**config.mk**
```make
export PLATFORM = sky130hd
export DESIGN_NAME = disk_label_partition_parser_flat
export DESIGN_NICKNAME = d
export VERILOG_FILES = /design/src/sv/dlp_pkg.sv /design/src/sv/dlp_if.sv /design/src/sv/dlp_front.sv /design/src/sv/dlp_queue.sv /design/src/sv/dlp_back.sv /design/src/sv/disk_label_partition_parser.sv /design/src/flat_wrapper.sv
export SDC_FILE = /design/constraint.sdc
export NUM_CORES = 2
export LEC_CHECK = 0
export ABC_AREA = 1
export BUFFER_PORTS_ARGS = -buffer_cell sky130_fd_sc_hd__buf_4
export CAP_MARGIN = 30
export CORE_ASPECT_RATIO = 1.4
export CORE_MARGIN = 1
export CORE_UTILIZATION = 65
export CTS_CLUSTER_SIZE = 20
export DETAILED_ROUTE_END_ITERATION = 12
export PLACE_DENSITY = 0.85
export SLEW_MARGIN = 20
export SYNTH_ARGS = -nofsm -noshare
export SYNTH_HDL_FRONTEND = slang
export SYNTH_SLANG_ARGS = --single-unit
```
**constraint.sdc**
```tcl
create_clock -name clk -period 17.11 [get_ports clk]
set_input_delay 1.711 -clock clk [delete_from_list [all_inputs] [get_ports clk]]
set_output_delay 1.711 -clock clk [all_outputs]
set_load 0.01 [all_outputs]
```
**src/sv/dlp_pkg.sv**
```systemverilog
// ----------------------------------------------------------------------------
// Disk label parser package
// Constants of the label layout, the job passed from front to back, and the
// state type of the back sequencer.
// ----------------------------------------------------------------------------
package dlp_pkg;

  localparam logic [15:0] MAGIC_WORD  = 16'hDABE;
  localparam logic [3:0]  AUTO_SELECT = 4'd8;
  localparam int          SECTOR_SHIFT = 9;

  // Word positions within the 256-word label.
  localparam logic [7:0] POS_ID_FIRST   = 8'd71;
  localparam logic [7:0] POS_ID_LAST    = 8'd85;
  localparam logic [7:0] POS_TRACKS     = 8'd218;
  localparam logic [7:0] POS_SECTORS    = 8'd219;
  localparam logic [7:0] POS_PART_FIRST = 8'd222;
  localparam logic [7:0] POS_PART_LAST  = 8'd253;
  localparam logic [7:0] POS_MAGIC      = 8'd254;
  localparam logic [7:0] POS_LAST       = 8'd255;

  // Slots of the four words that describe one partition.
  localparam logic [1:0] SLOT_START_HI = 2'd0;
  localparam logic [1:0] SLOT_START_LO = 2'd1;
  localparam logic [1:0] SLOT_COUNT_HI = 2'd2;
  localparam logic [1:0] SLOT_COUNT_LO = 2'd3;

  localparam int QUEUE_DEPTH = 2;

  typedef struct packed {
    logic        valid;
    logic [2:0]  index;
    logic [7:0]  ptype;
    logic [31:0] start;
    logic [31:0] secs;
    logic [15:0] tracks;
    logic [15:0] spt;
  } job_t;

  typedef enum logic [1:0] {
    BK_IDLE,
    BK_MUL1,
    BK_MUL2,
    BK_HOLD
  } back_state_t;

endpackage

```
**src/sv/dlp_if.sv**
```systemverilog
// ----------------------------------------------------------------------------
// Disk label parser channels
// Valid/ready channels for label words and for parse results.
// ----------------------------------------------------------------------------
interface dlp_in_if;
  logic        valid;
  logic        ready;
  logic [15:0] label_word;
  logic        first_word;

  modport source (output valid, output label_word, output first_word, input ready);
  modport sink   (input valid, input label_word, input first_word, output ready);
endinterface

interface dlp_out_if;
  logic        valid;
  logic        ready;
  logic        label_valid;
  logic [2:0]  partition_index;
  logic [7:0]  partition_type;
  logic [63:0] byte_offset;
  logic [40:0] byte_size;

  modport source (output valid, output label_valid, output partition_index,
                  output partition_type, output byte_offset, output byte_size,
                  input ready);
  modport sink   (input valid, input label_valid, input partition_index,
                  input partition_type, input byte_offset, input byte_size,
                  output ready);
endinterface

```
**src/sv/dlp_front.sv**
```systemverilog
// ----------------------------------------------------------------------------
// Disk label parser front
// Accepts label words, tracks position and checksum, captures the partition
// fields, and hands a finished job to the queue on the last word.
// ----------------------------------------------------------------------------
module dlp_front import dlp_pkg::*; (
  input  logic           clk,
  input  logic           rst,
  dlp_in_if.sink         label_in,
  input  logic           queue_full,
  input  logic [3:0]     requested_partition,
  output logic           push,
  output job_t           job
);

  logic        accept;
  logic [7:0]  pos;
  logic [15:0] w;
  logic [7:0]  id_rel;
  logic [7:0]  part_rel;
  logic [2:0]  part;
  logic [1:0]  slot;
  logic        wants;
  logic [31:0] full;
  logic        id_write;

  logic [7:0]  word_position, word_position_next;
  logic [15:0] running_xor, running_xor_next;
  logic        magic_ok, magic_ok_next;
  logic [7:0]  partition_ids [8];
  logic [15:0] track_count, track_count_next;
  logic [15:0] sectors_per_track, sectors_per_track_next;
  logic [15:0] pending_high_half, pending_high_half_next;
  logic        chosen_found, chosen_found_next;
  logic [2:0]  chosen_index, chosen_index_next;
  logic [7:0]  chosen_type, chosen_type_next;
  logic [31:0] chosen_start_cylinder, chosen_start_cylinder_next;
  logic [31:0] chosen_sector_count, chosen_sector_count_next;
  logic [31:0] zero_start_cylinder, zero_start_cylinder_next;
  logic [31:0] zero_sector_count, zero_sector_count_next;

  assign label_in.ready = !queue_full;
  assign accept         = label_in.valid && !queue_full;
  assign w              = label_in.label_word;
  assign pos            = label_in.first_word ? 8'd0 : word_position;

  assign id_rel   = pos - POS_ID_FIRST;
  assign part_rel = pos - POS_PART_FIRST;
  assign part     = part_rel[4:2];
  assign slot     = part_rel[1:0];
  assign wants    = (requested_partition >= AUTO_SELECT) ||
                    (requested_partition == {1'b0, part});
  assign full     = {pending_high_half, w};
  assign id_write = (pos >= POS_ID_FIRST) && (pos <= POS_ID_LAST) && !id_rel[0];

  always_comb begin
    word_position_next         = pos + 8'd1;
    running_xor_next           = running_xor;
    magic_ok_next              = magic_ok;
    track_count_next           = track_count;
    sectors_per_track_next     = sectors_per_track;
    pending_high_half_next     = pending_high_half;
    chosen_found_next          = chosen_found;
    chosen_index_next          = chosen_index;
    chosen_type_next           = chosen_type;
    chosen_start_cylinder_next = chosen_start_cylinder;
    chosen_sector_count_next   = chosen_sector_count;
    zero_start_cylinder_next   = zero_start_cylinder;
    zero_sector_count_next     = zero_sector_count;

    // Position zero starts a fresh label.
    if (pos == 8'd0) begin
      running_xor_next           = '0;
      magic_ok_next              = 1'b0;
      track_count_next           = '0;
      sectors_per_track_next     = '0;
      pending_high_half_next     = '0;
      chosen_found_next          = 1'b0;
      chosen_index_next          = '0;
      chosen_type_next           = '0;
      chosen_start_cylinder_next = '0;
      chosen_sector_count_next   = '0;
      zero_start_cylinder_next   = '0;
      zero_sector_count_next     = '0;
    end

    running_xor_next = running_xor_next ^ w;

    if (pos == POS_TRACKS) begin
      track_count_next = w;
    end else if (pos == POS_SECTORS) begin
      sectors_per_track_next = w;
    end else if (pos >= POS_PART_FIRST && pos <= POS_PART_LAST) begin
      case (slot)
        SLOT_START_HI, SLOT_COUNT_HI: begin
          pending_high_half_next = w;
        end
        SLOT_START_LO: begin
          if (part == 3'd0) zero_start_cylinder_next = full;
          if (!chosen_found && wants) chosen_start_cylinder_next = full;
        end
        SLOT_COUNT_LO: begin
          if (part == 3'd0) zero_sector_count_next = full;
          if (!chosen_found && wants) begin
            chosen_sector_count_next = full;
            chosen_index_next        = part;
            chosen_type_next         = partition_ids[part];
            chosen_found_next        = (requested_partition < AUTO_SELECT) ||
                                       (full != 32'd0 && partition_ids[part] != 8'd0);
          end
        end
        default: begin
          pending_high_half_next = pending_high_half;
        end
      endcase
    end else if (pos == POS_MAGIC) begin
      magic_ok_next = (w == MAGIC_WORD);
    end
  end

  always_ff @(posedge clk) begin
    if (rst) begin
      word_position         <= '0;
      running_xor           <= '0;
      magic_ok              <= 1'b0;
      track_count           <= '0;
      sectors_per_track     <= '0;
      pending_high_half     <= '0;
      chosen_found          <= 1'b0;
      chosen_index          <= '0;
      chosen_type           <= '0;
      chosen_start_cylinder <= '0;
      chosen_sector_count   <= '0;
      zero_start_cylinder   <= '0;
      zero_sector_count     <= '0;
    end else if (accept) begin
      word_position         <= word_position_next;
      running_xor           <= running_xor_next;
      magic_ok              <= magic_ok_next;
      track_count           <= track_count_next;
      sectors_per_track     <= sectors_per_track_next;
      pending_high_half     <= pending_high_half_next;
      chosen_found          <= chosen_found_next;
      chosen_index          <= chosen_index_next;
      chosen_type           <= chosen_type_next;
      chosen_start_cylinder <= chosen_start_cylinder_next;
      chosen_sector_count   <= chosen_sector_count_next;
      zero_start_cylinder   <= zero_start_cylinder_next;
      zero_sector_count     <= zero_sector_count_next;
    end
  end

  // Ids are always written before a label reads them, so they need no reset.
  always_ff @(posedge clk) begin
    if (accept && id_write) begin
      partition_ids[id_rel[3:1]] <= w[7:0];
    end
  end

  always_comb begin
    push       = accept && (pos == POS_LAST);
    job.valid  = magic_ok && (running_xor_next == 16'd0);
    job.tracks = track_count;
    job.spt    = sectors_per_track;
    if (!job.valid) begin
      job.index = '0;
      job.ptype = '0;
      job.start = '0;
      job.secs  = '0;
    end else if (chosen_found) begin
      job.index = chosen_index;
      job.ptype = chosen_type;
      job.start = chosen_start_cylinder;
      job.secs  = chosen_sector_count;
    end else begin
      job.index = '0;
      job.ptype = partition_ids[0];
      job.start = zero_start_cylinder;
      job.secs  = zero_sector_count;
    end
  end

endmodule

```
**src/sv/dlp_queue.sv**
```systemverilog
// ----------------------------------------------------------------------------
// Disk label parser job queue
// Short first-in first-out buffer of jobs between the front and the back.
// ----------------------------------------------------------------------------
module dlp_queue import dlp_pkg::*; (
  input  logic clk,
  input  logic rst,
  input  logic push,
  input  job_t push_job,
  input  logic pop,
  output job_t pop_job,
  output logic full,
  output logic empty
);

  localparam int PtrWidth = $clog2(QUEUE_DEPTH);
  localparam int CntWidth = $clog2(QUEUE_DEPTH + 1);

  job_t                slots [QUEUE_DEPTH];
  logic [PtrWidth-1:0] wr_ptr;
  logic [PtrWidth-1:0] rd_ptr;
  logic [CntWidth-1:0] count;
  logic                do_push;
  logic                do_pop;

  assign full    = (count == CntWidth'(QUEUE_DEPTH));
  assign empty   = (count == '0);
  assign do_push = push && !full;
  assign do_pop  = pop && !empty;
  assign pop_job = slots[rd_ptr];

  always_ff @(posedge clk) begin
    if (rst) begin
      wr_ptr <= '0;
      rd_ptr <= '0;
      count  <= '0;
    end else begin
      if (do_push) begin
        wr_ptr <= (wr_ptr == PtrWidth'(QUEUE_DEPTH - 1)) ? '0 : wr_ptr + 1'b1;
      end
      if (do_pop) begin
        rd_ptr <= (rd_ptr == PtrWidth'(QUEUE_DEPTH - 1)) ? '0 : rd_ptr + 1'b1;
      end
      if (do_push && !do_pop) begin
        count <= count + 1'b1;
      end else if (do_pop && !do_push) begin
        count <= count - 1'b1;
      end
    end
  end

  always_ff @(posedge clk) begin
    if (do_push) begin
      slots[wr_ptr] <= push_job;
    end
  end

endmodule

```
**src/sv/dlp_back.sv**
```systemverilog
// ----------------------------------------------------------------------------
// Disk label parser back end
// Takes one job from the queue, forms the byte offset with two registered
// multiplies, and holds the result until the receiver takes it.
// ----------------------------------------------------------------------------
module dlp_back import dlp_pkg::*; (
  input  logic      clk,
  input  logic      rst,
  input  logic      queue_empty,
  input  job_t      queue_job,
  output logic      pop,
  dlp_out_if.source result_out
);

  back_state_t state, state_next;
  job_t        job_r;
  logic [47:0] prod1;
  logic [54:0] prod2;

  always_comb begin
    state_next = state;
    case (state)
      BK_IDLE: if (!queue_empty) state_next = BK_MUL1;
      BK_MUL1: state_next = BK_MUL2;
      BK_MUL2: state_next = BK_HOLD;
      BK_HOLD: if (result_out.ready) state_next = BK_IDLE;
      default: state_next = BK_IDLE;
    endcase
  end

  always_comb begin
    pop              = (state == BK_IDLE) && !queue_empty;
    result_out.valid = (state == BK_HOLD);
  end

  always_ff @(posedge clk) begin
    if (rst) begin
      state <= BK_IDLE;
    end else begin
      state <= state_next;
    end
  end

  always_ff @(posedge clk) begin
    if (pop) begin
      job_r <= queue_job;
    end
    if (state == BK_MUL1) begin
      prod1 <= 48'(job_r.start) * 48'(job_r.tracks);
    end
    if (state == BK_MUL2) begin
      // Only the low bits survive the final shift modulo 2^64.
      prod2 <= 55'(prod1) * 55'(job_r.spt);
    end
  end

  assign result_out.label_valid     = job_r.valid;
  assign result_out.partition_index = job_r.index;
  assign result_out.partition_type  = job_r.ptype;
  assign result_out.byte_offset     = {prod2, {SECTOR_SHIFT{1'b0}}};
  assign result_out.byte_size       = {job_r.secs, {SECTOR_SHIFT{1'b0}}};

endmodule

```
**src/sv/disk_label_partition_parser.sv**
```systemverilog
// ----------------------------------------------------------------------------
// Disk label partition parser
// Parses a 256-word disk label and reports the selected partition's type,
// byte offset and byte size.
// ----------------------------------------------------------------------------
// Usage: label words enter on label_in, one item per cycle, big-endian 16-bit
// words in label order; first_word set on an item restarts the label at
// position zero, and the position otherwise wraps after the 256th word.
// The 256th word of every label produces exactly one item on result_out.
// A label whose magic word is wrong or whose words do not XOR to zero gives
// label_valid low with every other field zero.
// The partition is chosen by the register written through cfg_write and
// cfg_data: 0 to 7 picks that partition, 8 or more means automatic choice of
// the first partition with a nonzero id and sector count, else partition 0.
// Write it only between labels. It resets to automatic.
// Words are accepted one per cycle while label_in.ready is high. After the last
// word is accepted, the job is written to the queue; the back end takes it from
// the queue when it is idle, then does its two multiplies one after the other
// and presents the result.
// When the receiver stalls, the result is held stable; the two-entry job
// queue absorbs further labels, and label_in.ready falls only when both
// entries are full. Reset returns the block to position zero with an empty
// queue and no result pending.
// ----------------------------------------------------------------------------
module disk_label_partition_parser import dlp_pkg::*; (
  input  logic       clk,
  input  logic       rst,
  input  logic       cfg_write,
  input  logic [3:0] cfg_data,
  dlp_in_if.sink     label_in,
  dlp_out_if.source  result_out
);

  // Requested partition; values above automatic are stored as automatic.
  logic [3:0] requested_partition;

  // Front to queue and queue to back.
  logic push;
  job_t push_job;
  logic queue_full;
  logic queue_empty;
  logic pop;
  job_t pop_job;

  always_ff @(posedge clk) begin
    if (rst) begin
      requested_partition <= AUTO_SELECT;
    end else if (cfg_write) begin
      requested_partition <= (cfg_data > AUTO_SELECT) ? AUTO_SELECT : cfg_data;
    end
  end

  // The front tracks position, checksum and partition fields word by word.
  dlp_front u_front (
    .clk                 (clk),
    .rst                 (rst),
    .label_in            (label_in),
    .queue_full          (queue_full),
    .requested_partition (requested_partition),
    .push                (push),
    .job                 (push_job)
  );

  // The queue lets the front keep taking words while a result is stalled.
  dlp_queue u_queue (
    .clk      (clk),
    .rst      (rst),
    .push     (push),
    .push_job (push_job),
    .pop      (pop),
    .pop_job  (pop_job),
    .full     (queue_full),
    .empty    (queue_empty)
  );

  // The back end does the offset arithmetic and drives the result channel.
  dlp_back u_back (
    .clk         (clk),
    .rst         (rst),
    .queue_empty (queue_empty),
    .queue_job   (pop_job),
    .pop         (pop),
    .result_out  (result_out)
  );

endmodule
```
**src/flat_wrapper.sv**
```systemverilog
// flat-port wrapper written by rule: the top's interface ports become plain ports
module disk_label_partition_parser_flat import dlp_pkg::*;
  (clk, rst, cfg_write, cfg_data, label_in_valid, label_in_label_word, label_in_first_word, label_in_ready, result_out_valid, result_out_label_valid, result_out_partition_index, result_out_partition_type, result_out_byte_offset, result_out_byte_size, result_out_ready);
  dlp_in_if label_in_i ();
  dlp_out_if result_out_i ();
  input  logic clk;
  input  logic rst;
  input  logic cfg_write;
  input  logic [3:0] cfg_data;
  input wire logic [$bits(label_in_i.valid)-1:0] label_in_valid;
  input wire logic [$bits(label_in_i.label_word)-1:0] label_in_label_word;
  input wire logic [$bits(label_in_i.first_word)-1:0] label_in_first_word;
  output wire logic [$bits(label_in_i.ready)-1:0] label_in_ready;
  output wire logic [$bits(result_out_i.valid)-1:0] result_out_valid;
  output wire logic [$bits(result_out_i.label_valid)-1:0] result_out_label_valid;
  output wire logic [$bits(result_out_i.partition_index)-1:0] result_out_partition_index;
  output wire logic [$bits(result_out_i.partition_type)-1:0] result_out_partition_type;
  output wire logic [$bits(result_out_i.byte_offset)-1:0] result_out_byte_offset;
  output wire logic [$bits(result_out_i.byte_size)-1:0] result_out_byte_size;
  input wire logic [$bits(result_out_i.ready)-1:0] result_out_ready;
  assign label_in_i.valid = label_in_valid;
  assign label_in_i.label_word = label_in_label_word;
  assign label_in_i.first_word = label_in_first_word;
  assign label_in_ready = label_in_i.ready;
  assign result_out_valid = result_out_i.valid;
  assign result_out_label_valid = result_out_i.label_valid;
  assign result_out_partition_index = result_out_i.partition_index;
  assign result_out_partition_type = result_out_i.partition_type;
  assign result_out_byte_offset = result_out_i.byte_offset;
  assign result_out_byte_size = result_out_i.byte_size;
  assign result_out_i.ready = result_out_ready;
  disk_label_partition_parser u_core (.clk(clk), .rst(rst), .cfg_write(cfg_write), .cfg_data(cfg_data), .label_in(label_in_i), .result_out(result_out_i));
endmodule
```
==> flow_summary.ini <==
[timing]
final-setup-viol-count = 0
finalWorstSetupSlack_ps = 10190
hold_viol = 0
fin_skew_ps = 51.9
period_minus_slack_ps = 6920
clock.fmax_ghz = 0.145
worstMarginPinSlew_ps = 1030
period_share = 0.404
max-slew-margin-rel = 0.309
fin_tns_setup_ps = 0
rsz0062_at_grt = false
slew_violations = 0

[cts]
clock_latency_ps = 680
htreeDepth = 3
postCtsSetupBuffers = 0
cts_max_path_buffers = 3
post_cts_resized = 0
clock-root-buffer = clkbuf_16
clk_pin_slew_ps = 60
holdBufCountCts = 0
numCtsBuffers = 72
cts.sinks = 714
tritoncts = done

[floorplan]
rows = 141
die_y_um = 389
core_sq_um = 106000
die_w_um = 279
boundaryPins = 145
floorplan.initialDensity = 0.658
die_area_sq_um = 108000

[routing]
vias_per_cell = 5.81
drc = 0
drt_iter0_markers = 5501
dr.pass1.iters = 6
postRouteAntennaNets = 0
avgRoutedWirePerCell_um = 20.4
wirelength_mm = 194
vias = 55200

[final_layout]
seq_area_sq_um = 19200
fillers = 7926
nets = 9360
syn_to_final_growth_pct = 4.91
stdcell_count = 9495
drive_gt1_frac = 0.0483
multi_input_area_sq_um = 41200

[grt]
overflow = 0
grt_usage = 0.370
grt_pass1_wl_mm = 310
grt_max_degree = 98
grt_pass1_vias = 59700
antenna_found_initial = 1

[yosys]
yosysMostFrequentCell = nand2_1
netlist_instances = 8301
syn_area_sq_um = 69600
avgSynthCellArea_sq_um = 8.38
ys_async_sr_fraction = 0
synth_area_leaders = fa_1 30%, edfxtp_1 21%, nand2_1 13%
synth_warnings = 0
synthFlopType = edfxtp_1
yosys_register_bits = 714
yosysSeqAreaShare = 0.276
synth_top_area_frac = 0.295
synth_edf_count = 491
synth_cell_types = 47
synth_commonest_cells = 2360 x nand2_1, 1875 x inv_1, 1026 x fa_1
yosysTopAreaCell = fa_1

[placed_design]
pre_cts_ws_ps = 10310
dp.cells = 9360
io_buffers = 126
dpl.hpwl_mm = 143
place.gp.congestion = 0.969

[worst_setup_path]
crit_required_ps = 17540
arrival_ps = 7350
crit_type = flip-flop to flip-flop
end_kind = flip-flop
start_kind = flip-flop
path_max_fanout = 48

[status]
status = completed

[min_path]
hp-class = flip-flop to flip-flop

[run]
cap_viol_max_count = 0
==> cells by family (layout without fill, tap and decap cells) <==
family | Yosys count | after routing | synth area share
adders and majority gates | 1255 | 1255 | 0.336
xor gates and xnor gates | 106 | 106 | 0.0133
AOI/OAI and AO/OA | 706 | 706 | 0.0554
and+or+nand+nor | 3092 | 3092 | 0.180
buffers and inverters | 2398 | 2215 | 0.134
DFF | 714 | 714 | 0.276
muxes | 29 | 29 | 0.00417
other | 1 | 20 | 0.0000539
==> state kept, by name, summed over array words and instances, names as in the netlist, 32 cells and up <==
signal                                count
u_core.u_queue.slots                    216
u_core.u_front.partition_ids             64
u_core.u_front.zero_start_cylinder       32
u_core.u_back.result_out.byte_size       32
u_core.u_back.job_r                      64
u_core.u_front.chosen_sector_count       32
u_core.u_front.chosen_start_cylinder     32
u_core.u_front.zero_sector_count         32
u_core.u_back.prod1                      48
u_core.u_back.prod2                      55
==> worst max-delay path, cell delays in order, from the launching register on <==
cell and delay, ps:
edfxtp_1 320, buf_4 580, nand2_1 180, fa_1 600, inv_1 70, fa_1 490, fa_1 720, fa_1 490
fa_1 500, inv_1 50, fa_1 470, inv_1 40, ha_1 380, nand2_1 110, nor2_1 270, inv_1 130
nor2_1 190, inv_1 80, o21ai_0 230, o21bai_1 320, xor2_1 420
==> cell usage in the layout, fill, tap and decap left out, types with 216 or more instances in the layout <==
cell type / instances
nand3_1: 216
a21oi_1: 331
edfxtp_1: 491
o21ai_0: 221
nand2_1: 2359
nor2_1: 299
inv_1: 1872
fa_1: 1026
ha_1: 227
dfxtp_1: 221
==> stage by stage <==
step	area (sq um)	hold WS, ps	util
after CTS	73000	451	0.689
after global placement	70600	432	0.667
after floorplan	69700	426	-
final	73000	440	0.690
after detailed placement	70700	440	0.668
after global routing	73000	469	0.690
==> cell type report <==
class,count,area share
Clock inverter,37,0.00476
Sequential cell,714,0.263
Multi-Input combinational cell,5206,0.564
Antenna cell,2,0.0000685
Clock buffer,93,0.0266
Inverter,1882,0.0969
Tap cell,1358,0.0233
Timing Repair Buffer,203,0.0217
==> worst paths after layout <==
check,slack (ps),to,cells after the start,startpoint
setup / recovery,10190,u_core.u_back.prod2[30],20,u_core.u_back.job_r[7]
setup reg to reg,10190,u_core.u_back.prod2[30],20,u_core.u_back.job_r[7]
hold / removal,440,u_core.u_queue.slots[1][12],0,u_core.u_front.sectors_per_track[12]
hold reg to reg,440,u_core.u_queue.slots[1][12],0,u_core.u_front.sectors_per_track[12]
==> metal layers <==
layer | track usage | vias up | wire length (um)
met5 | 0 | - | 11
met4 | 0.290 | 2 | 17600
met3 | 0.0596 | 1083 | 15100
met2 | 0.654 | 3118 | 98400
met1 | 0.393 | 26700 | 62800
li1 | - | 24300 | -
Power is left out: the tool's default activity adds up to more than one toggle a clock period on the data nets, which glitch-free logic cannot reach.
